File: config.mk
export PLATFORM = sky130hd
export DESIGN_NAME = tlsu_regfile
export DESIGN_NICKNAME = d
export VERILOG_FILES = /design/src/hw/rtl/tlsu_pkg.sv /design/src/hw/rtl/tlsu_regfile.sv
export SDC_FILE = /design/constraint.sdc
export NUM_CORES = 1
export LEC_CHECK = 0
export BUFFER_PORTS_ARGS = -buffer_cell sky130_fd_sc_hd__buf_2
export CORE_AREA = 4 4 209 211
export DETAILED_ROUTE_END_ITERATION = 8
export DIE_AREA = 0 0 213 215
export MAX_ROUTING_LAYER = met4
export PLACE_DENSITY = 0.81
export SYNTH_ARGS = -nofsm -noshare
export SYNTH_HDL_FRONTEND = slang
export SYNTH_SLANG_ARGS = --single-unit
File: constraint.sdc
create_clock -name i_clk -period 6.5 [get_ports i_clk]
set_input_delay 0 -clock i_clk [delete_from_list [all_inputs] [get_ports i_clk]]
set_output_delay 0 -clock i_clk [all_outputs]
set_load 0.02 [all_outputs]
File: src/hw/rtl/tlsu_pkg.sv
`timescale 1ns / 1ps
package tlsu_pkg;

    typedef enum logic [4:0] {
        ACT_LDM      = 5'd0,
        ACT_STM      = 5'd1,
        ACT_POP      = 5'd2,
        ACT_PUSH     = 5'd3,
        ACT_LDR_IMM  = 5'd4,
        ACT_LDR_SP   = 5'd5,
        ACT_LDR_PC   = 5'd6,
        ACT_LDR_REG  = 5'd7,
        ACT_LDRB_IMM = 5'd8,
        ACT_LDRB_REG = 5'd9,
        ACT_LDRH_IMM = 5'd10,
        ACT_LDRH_REG = 5'd11,
        ACT_LDRSB    = 5'd12,
        ACT_LDRSH    = 5'd13,
        ACT_STR_IMM  = 5'd14,
        ACT_STR_SP   = 5'd15,
        ACT_STR_REG  = 5'd16,
        ACT_STRB_IMM = 5'd17,
        ACT_STRB_REG = 5'd18,
        ACT_STRH_IMM = 5'd19,
        ACT_STRH_REG = 5'd20,
        ACT_SET_REG  = 5'd21,
        ACT_PRELOAD  = 5'd22
    } t_action;

    localparam logic [3:0] SP_IDX = 4'd13;
    localparam logic [3:0] LR_IDX = 4'd14;
    localparam logic [3:0] PC_IDX = 4'd15;
    localparam logic [31:0] ALIGN_MASK = 32'hFFFF_FFFC;

    typedef struct packed {
        logic [4:0]  action;
        logic [3:0]  dest_reg;
        logic [2:0]  base_reg;
        logic [2:0]  offset_reg;
        logic [7:0]  immediate;
        logic [15:0] reg_list;
        logic [31:0] set_value;
        logic [31:0] preload_address;
    } t_in_item;

    typedef struct packed {
        logic [31:0] access_address;
        logic [31:0] loaded_value;
        logic [31:0] stored_word;
        logic [31:0] base_after;
        logic [3:0]  words_moved;
        logic        branch_taken;
        logic        malformed;
    } t_out_item;

    typedef enum logic [3:0] {
        ST_CLEAR,
        ST_IDLE,
        ST_RBASE,
        ST_RADDR,
        ST_ADDR,
        ST_MREAD,
        ST_MWAIT,
        ST_SINGLE,
        ST_MNEXT,
        ST_MRWAIT,
        ST_MLOAD,
        ST_WBACK,
        ST_DONE
    } t_state;

    // register file port request from sequencer
    typedef struct packed {
        logic        we;
        logic [3:0]  waddr;
        logic [31:0] wdata;
        logic [3:0]  raddr;
    } t_rf_req;

    // memory port request from sequencer
    typedef struct packed {
        logic        we;
        logic [31:0] addr;
        logic [31:0] wdata;
    } t_mem_req;

endpackage

File: src/hw/rtl/tlsu_regfile.sv
`timescale 1ns / 1ps
module tlsu_regfile (
    input  logic             i_clk,
    input  logic             i_rst_n,
    input  tlsu_pkg::t_rf_req i_req,
    output logic [31:0]      o_rdata
);
    logic [31:0] r_regs [16];

    always_ff @(posedge i_clk) begin
        if (!i_rst_n) begin
            for (int k = 0; k < 16; k++) r_regs[k] <= 32'd0;
        end else if (i_req.we) begin
            r_regs[i_req.waddr] <= i_req.wdata;
        end
    end

    assign o_rdata = r_regs[i_req.raddr];
endmodule

==> flow_summary.yaml, run 1 <==
critical_path:
  slowest_stage: "nor3_4"
  crit_type: "input pin to flip-flop"
  worstSetupStartpointType: "input pin"
  critPathRequiredTime_ns: 6.67
  end_kind: "flip-flop"
  max_stage_delay_ns: 1.17
  critPathMaxFanout: 33
  path_cells: "buf_2, nand4_1, nor3_4, nand2b_2"
  critical_path_arrival_ns: 3.34
detailed_routing:
  drt_iter0_drc: 1317
  vias: 12460
  wl_per_cell_um: 25.11
  antenna_left: 0
  drc_errors: 0
  via_per_inst: 6.048
  drt_pass1_iterations: 5
  routed_wl_um: 51730
clocking:
  cts_sinks: 512
  postCtsSetupBuffers: 0
  post_cts_resized: 0
  cts_buffer_depth: 3
  htree_levels: 2
  hold_buffers: 32
  cts_buffers: 51
  cts_tree: "done"
  clk_pin_slew_worst_paths_ns: 0.06
  cts-root-buf: "clkbuf_16"
timing:
  fin_crit_sh_pct: 48.74
  rsz0062_at_grt: "false"
  relSlewSlack_pct: 15.66
  min_period_ns: 3.168
  hold_viol_final: 0
  fmax_mhz: 315.7
  worst_pin_slew_ns: 1.261
  setup_slack_ns: 3.332
  slew_viol_final: 0
  tns_ns: 0
  setup_viol_count_final: 0
final_layout:
  largest_register: "r_regs"
  reg_top3: "r_regs x512"
  stdcell_area_um2: 25730
  drive_gt1_share_pct: 21.96
  final_core_util_pct: 61.63
  diodes: 0
  syn2layout_area_growth_pct: 12.69
  largest_register_ff_count: 512
  stdcell_count: 2060
  nets: 1522
yosys:
  synth.avg_cell_area_um2: 16.13
  synth_common_cells: "513 x and2_1, 512 x edfxtp_1, 128 x mux4_2"
  ys.flop_type: "edfxtp_1"
  synth_cell_types: 18
  ys_seq_area_share_pct: 67.32
  synth.most_common_cell: "and2_1"
  synth_top_cell_area_share_pct: 67.32
  yosys_warnings: 0
  synth_area_leaders: "edfxtp_1 67%, and2_1 14%, mux4_2 13%, a22oi_1 2.1%, clkbuf_1 1.6%"
  synth_nets: 1459
  synth-seq-cells: 512
  synthCells: 1416
  synth_area_leader_cell: "edfxtp_1"
  synth-edff-count: 512
  synthArstFlopShare_pct: 0
  netlist_area_um2: 22840
floorplan:
  die_height_um: 215
  row_count: 75
  initial_core_util_pct: 54.69
  die_w_um: 213
  die_area_um2: 45800
  num_io_pins: 75
  core_um2: 41760
place:
  place_area_um2: 23810
  post-dp-hpwl_um: 29660
  io_buffers: 74
  placedCellCount: 1933
  dpl_worst_slack_ns: 2.769
  finalWeightedCongestion: 0.8105
global_routing:
  grt_pass1_wl_um: 78730
  grt_max_degree: 67
  grt_use_total_pct: 23.47
  grt_antenna_before_repair: 0
  grt_pass1_vias: 13000
  grt_overflow: 0
run_status:
  run_status: "finished clean"
power:
  power.leakage_nw: 8.978
  vdd_drop_max_mv: 0.1913
  p_per_area_nw_per_um2: 282.2
job:
  timing.max_cap.violations: 0
hold_path:
  worstHoldPathType: "input pin to flip-flop"
-- metrics by stage --
step | hold WS, ns | power, mW
final | 0.2102 | 7.263
after global routing | 0.2126 | 7.493
after CTS | 0.1785 | 7.297
after detailed placement | 0.4625 | 4.487
after global placement | 0.4570 | 4.461
after floorplan | 0.1982 | 4.281
-- layout by cell type, fill, tap and decap left out, drive strengths merged --
cell | Yosys | final
and2 | 513 | 513
edfxtp | 512 | 512
mux4 | 128 | 128
buf | 27 | 102
a22oi | 64 | 64
clkbuf | 98 | 64
nand2 | 33 | 33
dlygate4sd3 | 0 | 32
clkinv | 0 | 26
nor2 | 13 | 13
o21ai | 12 | 12
nand2b | 6 | 6
nor3 | 4 | 4
bufinv | 0 | 4
nor2b | 2 | 2
nand4b | 2 | 2
nand4bb | 1 | 1
nand4 | 1 | 1
inv | 0 | 1
clkinvlp | 0 | 1
-- worst paths after layout --
check / slack, ns / start / cells after the start / endpoint
worst max-delay path: 3.33 / i_rst_n / 4 / r_regs[12][9]
worst min-delay path: 0.21 / i_rst_n / 2 / r_regs[9][18]
-- layer usage --
metal | track usage, % | share of wire (%) | vias up
li1 | - | - | 5376
met1 | 30.90 | 38 | 6375
met2 | 38.85 | 52 | 603
met3 | 3.398 | 7.6 | 105
met4 | 6.377 | 2.8 | 0
met5 | - | 0 | -
-- critical path, delay by kind of cell --
kind,cells,cell delay [ns]
buf+inv,1,0.58
simple gates,3,2.74
-- logic make-up after synthesis --
kind of cell	count (synthesis)	synth area share (%)
AO/OA/AOI/OAI	76	2.367
buffers and inverters	125	2.328
flip-flops	512	67.32
multiplexers	128	12.62
AND/OR/NAND/NOR	575	15.36
-- final cells by class --
| type | count | area, um2 |
|---|---|---|
| fillers | 2920 | 16020 |
| well taps | 539 | 674.4 |
| clock buffers | 63 | 1364 |
| repair buffers | 135 | 923.4 |
| multi-input cells | 779 | 7154 |
| flip-flops and latches | 512 | 15370 |
| clock inverters | 32 | 244.0 |
-- power by group --
group	leakage [nW]	switching [mW]	internal, mW	total (mW)
logic	3.31	0.339	0.222	0.560
clock network	0.786	1.19	1.64	2.83
registers	4.88	0.0512	3.82	3.87
(Power assumes the default switching activity.)
==> run 2, diff against run 1 <==
Clock period 6.5 ns to 3.15 ns, I/O delays scaled along.
==> run 2 against run 1 <==
Compared with the run above: power increased by 110%; clock power increased by 110%; core utilization increased by 0.90 points; count of clock-buffer cells in the layout decreased by 4; combinational power increased by 120%; critical endpoint is now o_rdata[20]; largest power group unchanged.
==> flow_summary.yaml, run 2 (synthesis gave the netlist of run 1 again) <==
power:
  p_clk_share_pct: 39.4
  combPwrFrac_pct: 8.0
  p_per_area_nw_per_um2: 581.8
  power.switching_mw: 3.354
  seqPwrFrac_pct: 52.6
  power.leakage_nw: 9.171
  vdd_drop_max_mv: 0.3301
  swShare_pct: 22.08
  p_int_mw: 11.84
critical_path:
  worstSetupStartpointType: "flip-flop"
  crit_type: "flip-flop to output pin"
  critPathMaxFanout: 1
  critPathRequiredTime_ns: 3.15
  critical_path_arrival_ns: 2.14
  critPathCapture: "o_rdata[20]"
  end_kind: "output pin"
  crit_start: "r_regs[2][20]"
place:
  post-dp-hpwl_um: 31800
  placedCellCount: 1966
  dpl_worst_slack_ns: 0.7684
  finalWeightedCongestion: 0.8012
  place_area_um2: 24140
  io_buffers: 74
final_layout:
  multi_input_area_um2: 7154
  regArea_um2: 15370
  reg_top3: "r_regs x512"
  nets: 1554
  fillers: 2799
  largest_register_ff_count: 512
  final_cell_mix: "512 x and2_1, 512 x edfxtp_1, 128 x mux4_2, 72 x buf_2, 64 x a22oi_1"
  largest_register: "r_regs"
  syn2layout_area_growth_pct: 14.34
  stdcell_count: 2090
  drive_gt1_share_pct: 24.19
  stdcell_area_um2: 26110
timing:
  min_period_ns: 2.140
  setup_viol_count_final: 0
  fmax_mhz: 467.2
  hold_viol_final: 0
  relSlewSlack_pct: 30.16
  worst_pin_slew_ns: 1.047
  slew_viol_final: 0
  fin_crit_sh_pct: 67.95
  rsz0062_at_grt: "false"
  holdWs_ns: 0.1582
  setup_slack_ns: 1.010
floorplan:
  core_um2: 41760
  die_height_um: 215
  num_io_pins: 75
  row_count: 75
  die_area_um2: 45800
  initial_core_util_pct: 54.69
  die_w_um: 213
global_routing:
  gr-usage-met1_pct: 35.11
  grt_pass1_wl_um: 84780
  grt_max_degree: 52
  grt_antenna_before_repair: 2
  grt_overflow: 0
  grtUsageMet2_pct: 39.51
  top_usage_layer: "met2"
  gr-usage-met3_pct: 5.746
  grt_use_total_pct: 25.57
  grt_pass1_vias: 13700
detailed_routing:
  vias: 12880
  routed_wl_um: 55980
  drt_pass1_iterations: 6
  drt_iter0_drc: 1850
  antenna_left: 0
  via_per_inst: 6.164
  wl_per_cell_um: 26.79
  drc_errors: 0
run_status:
  run_status: "finished clean"
clocking:
  cts_tree: "done"
  htree_levels: 2
  clk_pin_slew_worst_paths_ns: 0.07
  cts_buffer_depth: 3
  cts_sinks: 512
  cts_buffers: 50
  cts-root-buf: "clkbuf_16"
  postCtsSetupBuffers: 0
hold_path:
  worstHoldPathType: "input pin to flip-flop"
job:
  timing.max_cap.violations: 0
-- run 2: per-layer routing --
metal  up-vias  wire length (um)
met2       753             27250
met1      6589             21210
met4         0              1359
li1       5433                 -
met3       107              6159
met5         -                 0
-- run 2: worst min-delay path by stage --
stage                          from             end  slack [ns]  cells after the start
final                       i_rst_n   r_regs[3][17]        0.16                      3
after global routing        i_rst_n   r_regs[1][17]        0.16                      3
after CTS                   i_rst_n   r_regs[3][17]        0.13                      3
after detailed placement  i_req[26]   r_regs[8][22]        0.45                      2
after global placement    i_req[26]  r_regs[10][22]        0.44                      2
after floorplan            i_req[4]    r_regs[0][0]        0.20                      1
-- run 2: final cells by class --
class / instances / area share [%]
repair buffers: 168 / 4.821
multi-input cells: 779 / 27.40
diodes: 1 / 0.009584
well taps: 539 / 2.583
flip-flops and latches: 512 / 58.88
clock buffers: 59 / 5.166
clock inverters: 32 / 1.140
-- run 2: per-stage QoR --
step	TNS, ns	util, %	power [mW]
6_report	0	62.53	15.19
5_1_grt	0	62.52	15.65
4_1_cts	0	62.52	15.23
3_5_place_dp	0	57.81	9.315
3_3_place_gp	0	57.81	9.266
2_1_floorplan	-15.11	-	8.832
-- run 2: worst max-delay path, stage by stage, from the launching register on --
cell and delay, ns:
edfxtp_1 0.38, mux4_2 0.48, a22oi_1 0.34, nand2_1 0.18, buf_2 0.19
-- run 2: repair_timing --
action / 4_1_cts / 5_1_grt
hold buffers: 32 / 0
endpoints found under the hold margin: 512 / 0
gates resized for setup: 0 / 0
-- run 2: power groups by stage --
| stage | logic, mW | clock network (mW) | registers (mW) |
|---|---|---|---|
| after detailed placement | 1.19 | 0 | 8.13 |
| after floorplan | 0.739 | 0 | 8.09 |
| after CTS | 1.23 | 6.02 | 7.99 |
| after global placement | 1.17 | 0 | 8.10 |
| final | 1.22 | 5.98 | 7.99 |
| after global routing | 1.29 | 6.34 | 8.01 |
==> run 3, diff against run 2 <==
Clock period 3.15 ns to 2.1 ns, I/O delays scaled along.
==> run 3 against run 2 <==
Compared with the run above: power up 49%; largest power group unchanged; non-clock buffer count up 15; sequential share of layout area down 0.32 points.
==> flow_summary.yaml, run 3 (synthesis gave the netlist of run 1 again) <==
run_status:
  run_status: "finished clean"
final_layout:
  stdcell_count: 2102
  nets: 1568
  stdcell_area_um2: 26260
  reg_top3: "r_regs x512"
  largest_register_ff_count: 512
  syn2layout_area_growth_pct: 14.97
  largest_register: "r_regs"
  final_cell_mix: "512 x and2_1, 512 x edfxtp_1, 128 x mux4_2, 72 x buf_2, 63 x buf_4"
  drive_gt1_share_pct: 24.54
  final_core_util_pct: 62.87
  fillers: 2823
clocking:
  cts_buffer_depth: 3
  cts_sinks: 512
  htree_levels: 2
  cts-root-buf: "clkbuf_16"
  cts_buffers: 49
  clk_pin_slew_worst_paths_ns: 0.06
  postCtsSetupBuffers: 0
  cts_tree: "done"
detailed_routing:
  met3_length_um: 5772
  routed_wl_um: 57080
  drt_pass1_iterations: 5
  vias: 13010
  drc_errors: 0
  drt_iter0_drc: 1877
  via_per_inst: 6.188
  antenna_left: 0
  wl_met1_um: 21480
  routed-wl-met2_um: 28130
  wl_per_cell_um: 27.16
  highest_layer: "met4"
critical_path:
  critical_path_arrival_ns: 2.04
  cp_num_buf_inv: 1
  critPathTopFamily: "multiplexers"
  critPathCapture: "o_rdata[18]"
  slowest_stage: "mux4_2"
  worstSetupStartpointType: "flip-flop"
  end_kind: "output pin"
  path_cells: "mux4_2, a22oi_1, nand2_1, buf_2"
  crit_start: "r_regs[15][18]"
  critPathMaxFanout: 1
  crit_cells: 4
  max_stage_delay_ns: 0.51
  crit_type: "flip-flop to output pin"
  critPathRequiredTime_ns: 2.10
power:
  p_per_area_nw_per_um2: 859.8
  power.leakage_nw: 9.257
  finalPower_mw: 22.57
  vdd_drop_max_mv: 0.4930
timing:
  min_period_ns: 2.038
  relSlewSlack_pct: 33.25
  holdWs_ns: 0.3138
  worst_pin_slew_ns: 1.001
  fmax_mhz: 490.8
  slew_viol_final: 0
  setup_viol_count_final: 0
  fin_crit_sh_pct: 97.03
  rsz0062_at_grt: "false"
  hold_viol_final: 0
global_routing:
  grt_antenna_before_repair: 2
  grt_overflow: 0
  grt_use_total_pct: 25.95
  grt_pass1_wl_um: 85830
  grt_pass1_vias: 13730
  grt_max_degree: 45
place:
  placedCellCount: 1981
  post-dp-hpwl_um: 32770
  io_buffers: 74
  place_area_um2: 24350
  finalWeightedCongestion: 0.7995
floorplan:
  die_height_um: 215
  row_count: 75
  die_area_um2: 45800
  initial_core_util_pct: 54.69
  core_um2: 41760
  num_io_pins: 75
  die_w_um: 213
hold_path:
  worstHoldPathType: "input pin to flip-flop"
  hp-start: "i_req[37]"
job:
  timing.max_cap.violations: 0
[run 3: cell count changes in the layout (fill, tap and decap cells not counted)]
cell        delta
a22oi_1        -3
a22oi_2        +3
buf_12         +8
buf_4          +8
buf_6          -1
clkbuf_1       +6
clkbuf_16      -2
clkinv_2       -2
clkinvlp_4     -6
diode_2        +1
[run 3: metal layers]
metal | up-vias | GRT usage (%)
met5 | - | -
met4 | 0 | 7.838
met3 | 141 | 5.556
met2 | 743 | 40.83
met1 | 6666 | 34.61
li1 | 5458 | -
[run 3: power breakdown]
| part | internal, mW | total (mW) | leakage [nW] | switching [mW] |
|---|---|---|---|---|
| Combinational | 0.769 | 1.90 | 3.61 | 1.13 |
| Clock | 5.04 | 8.69 | 0.761 | 3.65 |
| Sequential | 11.8 | 12.0 | 4.88 | 0.173 |
| Total | 17.6 | 22.6 | 9.26 | 4.95 |
[run 3: area by class of cell]
cell class | count | area [um2] | area share, %
diodes | 2 | 5.005 | 0.01906
flip-flops and latches | 512 | 15370 | 58.56
well taps | 539 | 674.4 | 2.569
repair buffers | 183 | 1468 | 5.590
clock buffers | 63 | 1321 | 5.032
multi-input cells | 779 | 7169 | 27.31
clock inverters | 24 | 242.7 | 0.9245
[run 3: how the worst min path moves through the flow]
stage	end	slack (ns)	cells past startpoint
floorplan	r_regs[0][0]	0.20	1
global placement	r_regs[1][17]	0.45	2
detailed placement	r_regs[3][28]	0.46	2
CTS	r_regs[11][24]	0.29	4
global route	r_regs[11][26]	0.35	5
finish	r_regs[0][16]	0.31	3
[run 3: timing repair]
action,in CTS,in global routing
gates resized for setup,0,3
setup endpoints to repair,0,3
hold buffers,32,0
endpoints found under the hold margin,512,0
[run 3: tightest hold or removal path, cell delays in order]
cell,delay (ns)
buf_2,0.25
nor3_4,0.07
nand2b_2,0.32
[run 3: stage by stage]
stage	setup TNS, ns	worst slack [ns]
after floorplan	-75.18	-0.2687
after global placement	0	0.3967
after detailed placement	0	0.4080
after CTS	0	0.01218
after global routing	0	0.006469
final	0	0.06237
